$ cat config.mk
export PLATFORM = sky130hd
export DESIGN_NAME = tss_ctrl
export DESIGN_NICKNAME = d
export VERILOG_FILES = /design/src/tss_pkg.sv /design/src/tss_ctrl.sv
export SDC_FILE = /design/constraint.sdc
export NUM_CORES = 1
export LEC_CHECK = 0
export BUFFER_PORTS_ARGS = -buffer_cell sky130_fd_sc_hd__buf_2
export CORE_MARGIN = 1.5
export CORE_UTILIZATION = 49
export CTS_CLUSTER_DIAMETER = 120
export DETAILED_ROUTE_END_ITERATION = 10
export PLACE_DENSITY = 0.74
export REMOVE_ABC_BUFFERS = 1
export SETUP_SLACK_MARGIN = 0.05
export SYNTH_ARGS = -nofsm -noshare
export SYNTH_HDL_FRONTEND = slang
export SYNTH_SLANG_ARGS = --single-unit
$ cat constraint.sdc
create_clock -name clk -period 2.4 [get_ports clk]
set_input_delay 0 -clock clk [delete_from_list [all_inputs] [get_ports clk]]
set_output_delay 0 -clock clk [all_outputs]
set_load 0.01 [all_outputs]
$ cat src/tss_pkg.sv
// tss_pkg: shared types and constants for the triangular solve block
// used by tss_ctrl, tss_datapath and triangular_solve_substitution
`default_nettype none
package tss_pkg;
    localparam logic [1:0] ACT_MATRIX = 2'd0;
    localparam logic [1:0] ACT_VECTOR = 2'd1;
    localparam logic [1:0] ACT_SOLVE  = 2'd2;

    localparam logic [1:0] CFG_DIMENSION = 2'd0;
    localparam logic [1:0] CFG_LOWER     = 2'd1;
    localparam logic [1:0] CFG_TRANS     = 2'd2;
    localparam logic [1:0] CFG_UNIT      = 2'd3;

    // store order, matches the 4-bit row and column fields
    localparam int MAX_ORDER = 16;
    localparam int RESULT_LIMIT = 16;

    // controller to datapath commands
    typedef struct packed {
        logic       load_sum;   // sum <= x[i], clear flag
        logic       mac_rd;     // issue reads of a and x[j]
        logic       mac_mul;    // multiply registered operands
        logic       mac_acc;    // subtract product from sum
        logic       diag_rd;    // issue diagonal read
        logic       div_start;  // start divider
        logic       writeback;  // x[i] <= sum
        logic       out_rd;     // read x[k] for output
        logic [5:0] i;
        logic [5:0] j;
    } tss_cmd_t;

    typedef struct packed {
        logic div_busy;
        logic div_skip;   // diag was zero or unit
    } tss_stat_t;
endpackage
`default_nettype wire

$ cat src/tss_ctrl.sv
// tss_ctrl: sequencer for substitution and result output
// depends on tss_pkg
`default_nettype none
module tss_ctrl (
    input  wire logic              clk,
    input  wire logic              rst_n,
    input  wire logic              start_solve,
    input  wire logic [4:0]        n,
    input  wire logic              forward,
    input  wire tss_pkg::tss_stat_t stat,
    input  wire logic              out_stall,
    output tss_pkg::tss_cmd_t      cmd,
    output logic                   idle,
    output logic                   out_valid,
    output logic [3:0]             out_index,
    output logic                   out_last
);
    localparam logic [3:0] S_IDLE = 4'd0, S_ROW = 4'd1, S_RD = 4'd2, S_MUL = 4'd3,
                           S_ACC = 4'd4, S_DRD = 4'd5, S_DST = 4'd6, S_DWAIT = 4'd7,
                           S_WB = 4'd8, S_ORD = 4'd9, S_OUT = 4'd10;

    logic [3:0] state_reg, state_next;
    logic [5:0] k_reg, k_next, j_reg, j_next;
    logic [5:0] i, hi;
    logic [5:0] nn;
    logic       vld_reg, vld_next;

    assign nn = {1'b0, n};
    assign i = forward ? k_reg : 6'(nn - 6'd1 - k_reg);
    assign hi = forward ? i : nn;

    always_comb
    begin
        state_next = state_reg;
        k_next = k_reg;
        j_next = j_reg;
        vld_next = vld_reg;
        cmd = '0;
        cmd.i = i;
        cmd.j = j_reg;
        unique case (state_reg)
            S_IDLE:
            begin
                if (start_solve && n != 5'd0)
                begin
                    k_next = '0;
                    state_next = S_ROW;
                end
            end
            S_ROW:
            begin
                cmd.load_sum = 1'b1;
                j_next = forward ? 6'd0 : 6'(i + 6'd1);
                state_next = S_RD;
            end
            S_RD:
            begin
                if (j_reg < hi)
                begin
                    cmd.mac_rd = 1'b1;
                    state_next = S_MUL;
                end
                else
                    state_next = S_DRD;
            end
            S_MUL:
            begin
                cmd.mac_mul = 1'b1;
                state_next = S_ACC;
            end
            S_ACC:
            begin
                cmd.mac_acc = 1'b1;
                j_next = j_reg + 6'd1;
                state_next = S_RD;
            end
            S_DRD:
            begin
                cmd.diag_rd = 1'b1;
                state_next = S_DST;
            end
            S_DST:
            begin
                if (stat.div_skip)
                    state_next = S_WB;
                else
                begin
                    cmd.div_start = 1'b1;
                    state_next = S_DWAIT;
                end
            end
            S_DWAIT:
            begin
                if (!stat.div_busy)
                    state_next = S_WB;
            end
            S_WB:
            begin
                cmd.writeback = 1'b1;
                if (k_reg == nn - 6'd1)
                begin
                    k_next = '0;
                    state_next = S_ORD;
                end
                else
                begin
                    k_next = k_reg + 6'd1;
                    state_next = S_ROW;
                end
            end
            S_ORD:
            begin
                cmd.i = k_reg;
                cmd.out_rd = 1'b1;
                vld_next = 1'b1;
                state_next = S_OUT;
            end
            S_OUT:
            begin
                cmd.i = k_reg;
                if (!out_stall)
                begin
                    vld_next = 1'b0;
                    if (k_reg == nn - 6'd1)
                        state_next = S_IDLE;
                    else
                    begin
                        k_next = k_reg + 6'd1;
                        state_next = S_ORD;
                    end
                end
            end
            default: state_next = S_IDLE;
        endcase
    end

    always_ff @(posedge clk or negedge rst_n)
    begin
        if (!rst_n)
        begin
            state_reg <= S_IDLE;
            k_reg <= '0;
            j_reg <= '0;
            vld_reg <= 1'b0;
        end
        else
        begin
            state_reg <= state_next;
            k_reg <= k_next;
            j_reg <= j_next;
            vld_reg <= vld_next;
        end
    end

    assign idle = (state_reg == S_IDLE);
    assign out_valid = vld_reg;
    assign out_index = k_reg[3:0];
    assign out_last = (k_reg == nn - 6'd1);
endmodule
`default_nettype wire

==> reports/results.txt, run 1 <==
outcome: finished, final reports clean
Required @ worst endpoint: 2.40 ns
DRC: 0
synthesis-to-finish area growth: 20.23%
Worst-Margin Slew: 0.5708 ns
Slew HR: 61.45%
synth warn: 0
hold_ws: 0.1191 ns
vias per cell: 5.667
I/O Buffers: 38
R2R Path End: j_reg[5]
Initial Util: 52.20%
HPWL after DPL: 3582 um
drt first pass iters: 4
Buf/Inv on CP: 2
Antenna Violating Nets Remaining: 0
Worst-Skew Late Latency: 0.31 ns
netlist area before placement: 1769 sq um
Fillers: 311
die area: 3980 sq um
Worst VDD drop: 0.5036 mV
initial drt markers: 170
area leader, netlist: dfrtp_1
Worst Setup Start Kind: flip-flop
Critical Path Fanout Max: 4
Hold WC Path Type: input pin to async pin
worst-case reg-to-reg path depth: 9
Die W: 63.09 um
setup slack, reg-to-reg: 0.24 ns
crit path max-delay cell type: dfrtp_2
critical path type: flip-flop to output port
Worst setup EP type: output port
row cnt: 21
CTS buffer count: 3
share of power burned in registers: 30.1%
max-cap violations: 0
routed length per placed instance: 14.54 um
share of cells above drive strength 1: 24.54%
mux cell area share after synthesis: 5.799%
Lkg Pwr: 1.016 nW
DR vias: 1,785
Post-Route Setup TNS: 0 ns
Critical Path Max Stage Delay: 0.45 ns
antenna violations before repair: 0
number of flops mapped to enable cells by yosys: 0
total power: 1.881 mW
fin crit share: 93.11%
core footprint: 3390 sq um
GR Util All Layers: 23.74%
setup violators final: 0
Tmin final: 2.235 ns
total routed wirelength: 4579 um
Final nets: 297
Worst path top cell family by delay: flip-flops
ys flop type: dfrtp_1
r2r startpoint: k_reg[1]
FMAX: 447.5 MHz
unrepaired setup endpoints after global routing: false
Switching Share: 49.14%
Setup Skew: 0.02789 ns
Max Transition Viols Final: 0
cell with the most instances after synthesis: nand2_1
clk buf depth: 2
H-tree levels: 1
Switch Pwr: 924.4 uW
Synth top area share: 24.05%
Clock power frac: 9.0%
critical-path cell list: buf_4 -> mux2i_4 -> ha_1 -> o21ai_0 -> nand2b_1 -> a21oi_1 -> o21ai_1 -> nor4_1 -> buf_2
Post-Synthesis Cells: 225
Cell variety after synth: 46
largest cells by area after synthesis: dfrtp_1, ha_1, nand2_1
Clock transition at path regs: 0.13 ns
Synth Area in Compound Gates: 19.52%
vias in the first global route: 1,612
main combinational cell family by area after synthesis: simple AND/OR/NAND/NOR gates
die height: 63.09 um
post-route cell area: 2127 sq um
P per Cell Area: 884.4 nW/um^2
Synth async-reset ratio: 100.0%
Pint: 956.7 uW
Hold Vio Cnt, Final: 0
Root Buffer: clkbuf_4
GP Congestion: 0.8726
I/O pins: 39
Synth Area in Adders: 11.03%
largest net degree at the start of global routing: 21
#FFs+latches synth: 17
Logic pwr share: 60.8%
fin util: 62.75%
post-synthesis sequential area ratio: 24.05%
first-pass GRT wire length: 7507 um
Post-synth top cells: nand2_1, nor2_1, dfrtp_1
CP Data Arrival Time: 2.23 ns
placed cell areas: 2024 sq um
CTS tree: built
total grt overflow: 0
Post-Synth XOR/XNOR Area: 6.436%
Mean Syn Cell Area: 7.863 sq um
Sink Count: 17
Post-Synth Simple-Gate Area: 27.02%
ANT cells: 0
## worst max-delay path by stage
stage / start / end / slack, ns / cells after the start
after floorplan: k_reg[0] / j_reg[5] / 0.03 / 8
after global placement: n[0] / k_reg[5] / 0.08 / 13
after detailed placement: n[0] / k_reg[5] / -0.03 / 13
after CTS: k_reg[1] / cmd[18] / 0.14 / 9
after global routing: k_reg[1] / cmd[18] / 0.04 / 9
final: k_reg[1] / cmd[18] / 0.17 / 9
## layout make-up
| cell class | instances | area [sq um] | area share (%) |
|---|---|---|---|
| timing repair buffer | 52 | 302.8 | 14.24 |
| clock buffer | 3 | 22.52 | 1.059 |
| multi-input combinational | 183 | 1260 | 59.24 |
| tap | 46 | 57.56 | 2.706 |
| clock inverter | 1 | 7.507 | 0.3529 |
| sequential | 17 | 427.9 | 20.12 |
| inverter | 13 | 48.80 | 2.294 |
## layer usage
metal | part of all wire (%) | vias up | global-route usage [%]
met5 | 0 | - | 0
met4 | 0.66 | 0 | 5.000
met1 | 47 | 831 | 32.40
met2 | 49 | 53 | 39.49
li1 | - | 897 | -
met3 | 3.8 | 4 | 3.929
## stage by stage
stage                     instances  worst slack [ns]
after CTS                       313            0.1401
after global routing            315           0.03947
after detailed placement        306          -0.03258
after floorplan                 213           0.03022
after global placement          306           0.08412
final                           315            0.1654
## power by group through the flow
stage          Sequential [mW]  Clock [mW]  Combinational [mW]
5_1_grt                  0.593       0.189                1.28
4_1_cts                  0.559       0.175                1.12
3_5_place_dp             0.565           0                1.12
6_report                 0.567       0.170                1.14
3_3_place_gp             0.564           0                1.09
2_1_floorplan            0.560           0               0.736
## what timing repair did
item / CTS / global route
endpoints found under the setup margin: 0 / 3
gates resized for setup: 0 / 7
hold endpoints to repair: 20 / 0
buffers inserted: 0 / 2
hold buffers: 3 / 0
## cell usage in the layout (no fill, tap or decap), types with 5 or more instances in the layout
cell type,instances
xor2_1,5
xnor2_1,7
mux2i_1,7
buf_4,11
buf_2,38
dfrtp_1,15
a21oi_1,12
nor2_1,20
nor3_1,9
nand2b_1,7
nand2_1,27
nand3_1,7
o21ai_0,15
inv_1,13
ha_1,14
## cells by family after synthesis
logic type	count (synthesis)
AND/OR/NAND/NOR	93
AO/OA/AOI/OAI	52
flip-flops	17
buffers and inverters	25
XOR/XNOR	13
multiplexers	10
adder cells (fa/ha/maj)	15
Power figures use the tool's default switching activity.
==> run 2, diff against run 1 <==
--- a/config.mk
+++ b/config.mk
@@ -5,12 +5,13 @@
 export SDC_FILE = /design/constraint.sdc
 export NUM_CORES = 1
 export LEC_CHECK = 0
+export ABC_AREA = 1
 export BUFFER_PORTS_ARGS = -buffer_cell sky130_fd_sc_hd__buf_2
 export CORE_MARGIN = 1.5
-export CORE_UTILIZATION = 49
+export CORE_UTILIZATION = 50
 export CTS_CLUSTER_DIAMETER = 120
 export DETAILED_ROUTE_END_ITERATION = 10
-export PLACE_DENSITY = 0.74
+export PLACE_DENSITY = 0.75
 export REMOVE_ABC_BUFFERS = 1
 export SETUP_SLACK_MARGIN = 0.05
 export SYNTH_ARGS = -nofsm -noshare
==> run 2 against run 1 <==
Effect of this change:
- die area up 5.7%
- sequential power down 14%
- flip-flop and latch count unchanged
- largest cell class unchanged
- highest routed layer unchanged
==> reports/results.txt, run 2 <==
outcome: finished, final reports clean (unchanged)
vias per cell: 5.138 (was 5.667)
end point of the critical path: cmd[10] (was cmd[18])
Antenna Violating Nets Remaining: 0 (unchanged)
post-synthesis sequential area ratio: 22.22% (was 24.05%)
Hold WC Path Type: input pin to flip-flop (was input pin to async pin)
fin crit share: 90.39% (was 93.11%)
hold_ws: 0.02639 ns (was 0.1191 ns)
Post-Synthesis Cells: 303 (was 225)
Max Transition Viols Final: 0 (unchanged)
Cell variety after synth: 30 (was 46)
crit path max-delay cell type: dfrtp_2 (unchanged)
Critical Path Max Stage Delay: 0.45 ns (about the same)
Critical Path Fanout Max: 6 (was 4)
setup slack, reg-to-reg: 0.29 ns (was 0.24 ns)
total grt overflow: 0 (unchanged)
Cells after DPL: 385 (was 306)
Post-Route Setup TNS: 0 ns (unchanged)
DP Worst Slack: 0.2695 ns (was -0.03258 ns)
Most common cell on crit path: nand2_1
GP Congestion: 0.9426 (was 0.8726)
share of cells above drive strength 1: 20.41% (was 24.54%)
Post-synth top cells: nand2_1, inv_1, nor2_1 (was nand2_1, nor2_1, dfrtp_1)
die height: 64.88 um (was 63.09 um)
ANT cells: 0 (unchanged)
Synth Area in Adders: 10.20% (was 11.03%)
row cnt: 22 (was 21)
Die W: 64.88 um (was 63.09 um)
Worst-Margin Slew: 0.4550 ns (was 0.5708 ns)
worst-case reg-to-reg path depth: 11 (was 9)
ys flop type: dfrtp_1 (unchanged)
netlist area before placement: 1914 sq um (was 1769 sq um)
mux cell area share after synthesis: 0% (was 5.799%)
synthesis-to-finish area growth: 15.10% (was 20.23%)
drt first pass iters: 4 (unchanged)
CTS tree: built (unchanged)
cell with the most instances after synthesis: nand2_1 (unchanged)
main combinational cell family by area after synthesis: simple AND/OR/NAND/NOR gates (unchanged)
core footprint: 3661 sq um (was 3390 sq um)
DR vias: 2,009 (was 1,785)
H-tree levels: 1 (unchanged)
Tmin final: 2.169 ns (was 2.235 ns)
clk buf depth: 2 (unchanged)
Synth Area in Compound Gates: 15.56% (was 19.52%)
I/O pins: 39 (unchanged)
unrepaired setup endpoints after global routing: false (unchanged)
GR Util All Layers: 25.20% (was 23.74%)
I/O Buffers: 38 (unchanged)
Worst-Skew Late Latency: 0.26 ns (was 0.31 ns)
commonest non-fill, non-tap cell in the layout: nand2_1 (was buf_2)
CP Data Arrival Time: 2.17 ns (was 2.23 ns)
setup violators final: 0 (unchanged)
Mean Syn Cell Area: 6.318 sq um (was 7.863 sq um)
Synth top area share: 22.22% (was 24.05%)
DRC: 0 (unchanged)
Hold Vio Cnt, Final: 0 (unchanged)
Final Worst Setup Slack: 0.2307 ns (was 0.1654 ns)
Slew HR: 69.55% (was 61.45%)
Lkg Pwr: 1.195 nW (was 1.016 nW)
vias in the first global route: 1,799 (was 1,612)
FMAX: 461.0 MHz (was 447.5 MHz)
Critical Path Source: k_reg[0] (was k_reg[1])
die area: 4209 sq um (was 3980 sq um)
r2r startpoint: k_reg[0] (was k_reg[1])
Post-Synth XOR/XNOR Area: 2.745% (was 6.436%)
#FFs+latches synth: 17 (unchanged)
Worst VDD drop: 0.4085 mV (was 0.5036 mV)
Clock transition at path regs: 0.07 ns (was 0.13 ns)
Fillers: 360 (was 311)
critical-path cell list: ha_1 -> fa_1 -> inv_1 -> nand3_1 -> a21o_1 -> nand2_1 -> nand2_1 -> o21ai_0 -> buf_2 (was buf_4 -> mux2i_4 -> ha_1 -> o21ai_0 -> nand2b_1 -> a21oi_1 -> o21ai_1 -> nor4_1 -> buf_2)
Initial Util: 52.29% (was 52.20%)
most frequent cells in the layout: nand2_1, inv_1, buf_2 (was buf_2, nand2_1, nor2_1)
Sink Count: 17 (unchanged)
Final nets: 371 (was 297)
Worst setup EP type: output port (unchanged)
P per Cell Area: 824.4 nW/um^2 (was 884.4 nW/um^2)
max-cap violations: 0 (unchanged)
number of flops mapped to enable cells by yosys: 0 (unchanged)
Worst Setup Start Kind: flip-flop (unchanged)
total routed wirelength: 4806 um (was 4579 um)
Setup Skew: 0.005229 ns (was 0.02789 ns)
CTS buffer count: 3 (unchanged)
Finished Layout Cells: 391 (was 315)
antenna violations before repair: 0 (unchanged)
largest cells by area after synthesis: dfrtp_1, nand2_1, ha_1 (was dfrtp_1, ha_1, nand2_1)
initial drt markers: 127 (was 170)
HPWL after DPL: 3956 um (was 3582 um)
largest net degree at the start of global routing: 18 (was 21)
synth warn: 0 (unchanged)
Post-CTS Repair Setup Buffers: 0 (unchanged)
Required @ worst endpoint: 2.40 ns (about the same)
Root Buffer: clkbuf_8 (was clkbuf_4)
area leader, netlist: dfrtp_1 (unchanged)
fin util: 60.18% (was 62.75%)
Synth async-reset ratio: 100.0% (unchanged)
critical path type: flip-flop to output port (unchanged)
first-pass GRT wire length: 8252 um (was 7507 um)
Post-Synth Simple-Gate Area: 37.65% (was 27.02%)
R2R Path End: j_reg[4] (was j_reg[5])
routed length per placed instance: 12.29 um (was 14.54 um)
run 2: cell types whose count changed after synthesis, sizes merged, moves of 4 or more:
cell    previous run  this run
nand3              7        27
o21ai             16        30
nor4               4         0
inv               13        47
nand2             27        83
mux2i              8         0
nand2b             7         0
nor2              21        39
xnor2              8         2
clkbuf             6         0
run 2: critical path, delay by kind of cell (launching register included):
family	cells	cell delay (ns)
DFF	1	0.45
and+or+nand+nor	3	0.23
adders and majority gates	2	0.63
AOI/OAI and AO/OA	2	0.36
buffers and inverters	2	0.24
run 2: cells by family after synthesis:
logic type | count (synthesis)
AO/OA/AOI/OAI | 49
flip-flops | 17
XOR/XNOR | 6
AND/OR/NAND/NOR | 163
adder cells (fa/ha/maj) | 15
buffers and inverters | 53
run 2: worst min path at each step:
stage | from | endpoint | slack [ns] | depth (start not counted)
2_1_floorplan | rst_n | j_reg[0] | -0.30 | 0
3_3_place_gp | rst_n | j_reg[5] | -0.05 | 1
3_5_place_dp | rst_n | j_reg[5] | -0.05 | 1
4_1_cts | out_stall | state_reg[3] | 0.02 | 3
5_1_grt | out_stall | state_reg[3] | 0.04 | 3
6_report | out_stall | state_reg[3] | 0.03 | 3
run 2: per-stage QoR:
| stage | instance area, sq um | power (mW) |
|---|---|---|
| 3_5_place_dp | 2133 | 1.600 |
| 4_1_cts | 2200 | 1.827 |
| 3_3_place_gp | 2133 | 1.576 |
| 2_1_floorplan | 1868 | 1.251 |
| 6_report | 2203 | 1.816 |
| 5_1_grt | 2203 | 2.009 |
run 2: timing repair:
action                     in CTS  in global routing
hold endpoints to repair       18                  0
setup endpoints to repair       0                  2
hold buffers                    2                  0
resized for setup               0                  2
run 2: per-layer routing:
metal | up-vias | wire (um) | global-route usage, % | share of wire (%)
met3 | 7 | 255 | 2.951 | 5.3
li1 | 1061 | - | - | -
met1 | 882 | 2312 | 36.12 | 48
met4 | 0 | 72 | 7.979 | 1.5
met2 | 59 | 2165 | 39.43 | 45
met5 | - | 0 | 0 | 0
run 2: layout make-up:
cell class	count	area, sq um	share of cell area (%)
Multi-Input combinational cell	233	1269	57.58
Sequential cell	17	426.7	19.36
Timing Repair Buffer	42	225.2	10.22
Inverter	47	176.4	8.007
Tap cell	48	60.06	2.726
Clock buffer	3	41.29	1.874
Clock inverter	1	5.005	0.2271
run 2: report_power, final:
group	total, mW	leakage [nW]	internal (mW)	switching (mW)
Clock	0.219	0.0255	0.116	0.104
Combinational	1.11	0.952	0.407	0.704
Sequential	0.486	0.218	0.381	0.105
Total	1.82	1.20	0.903	0.913
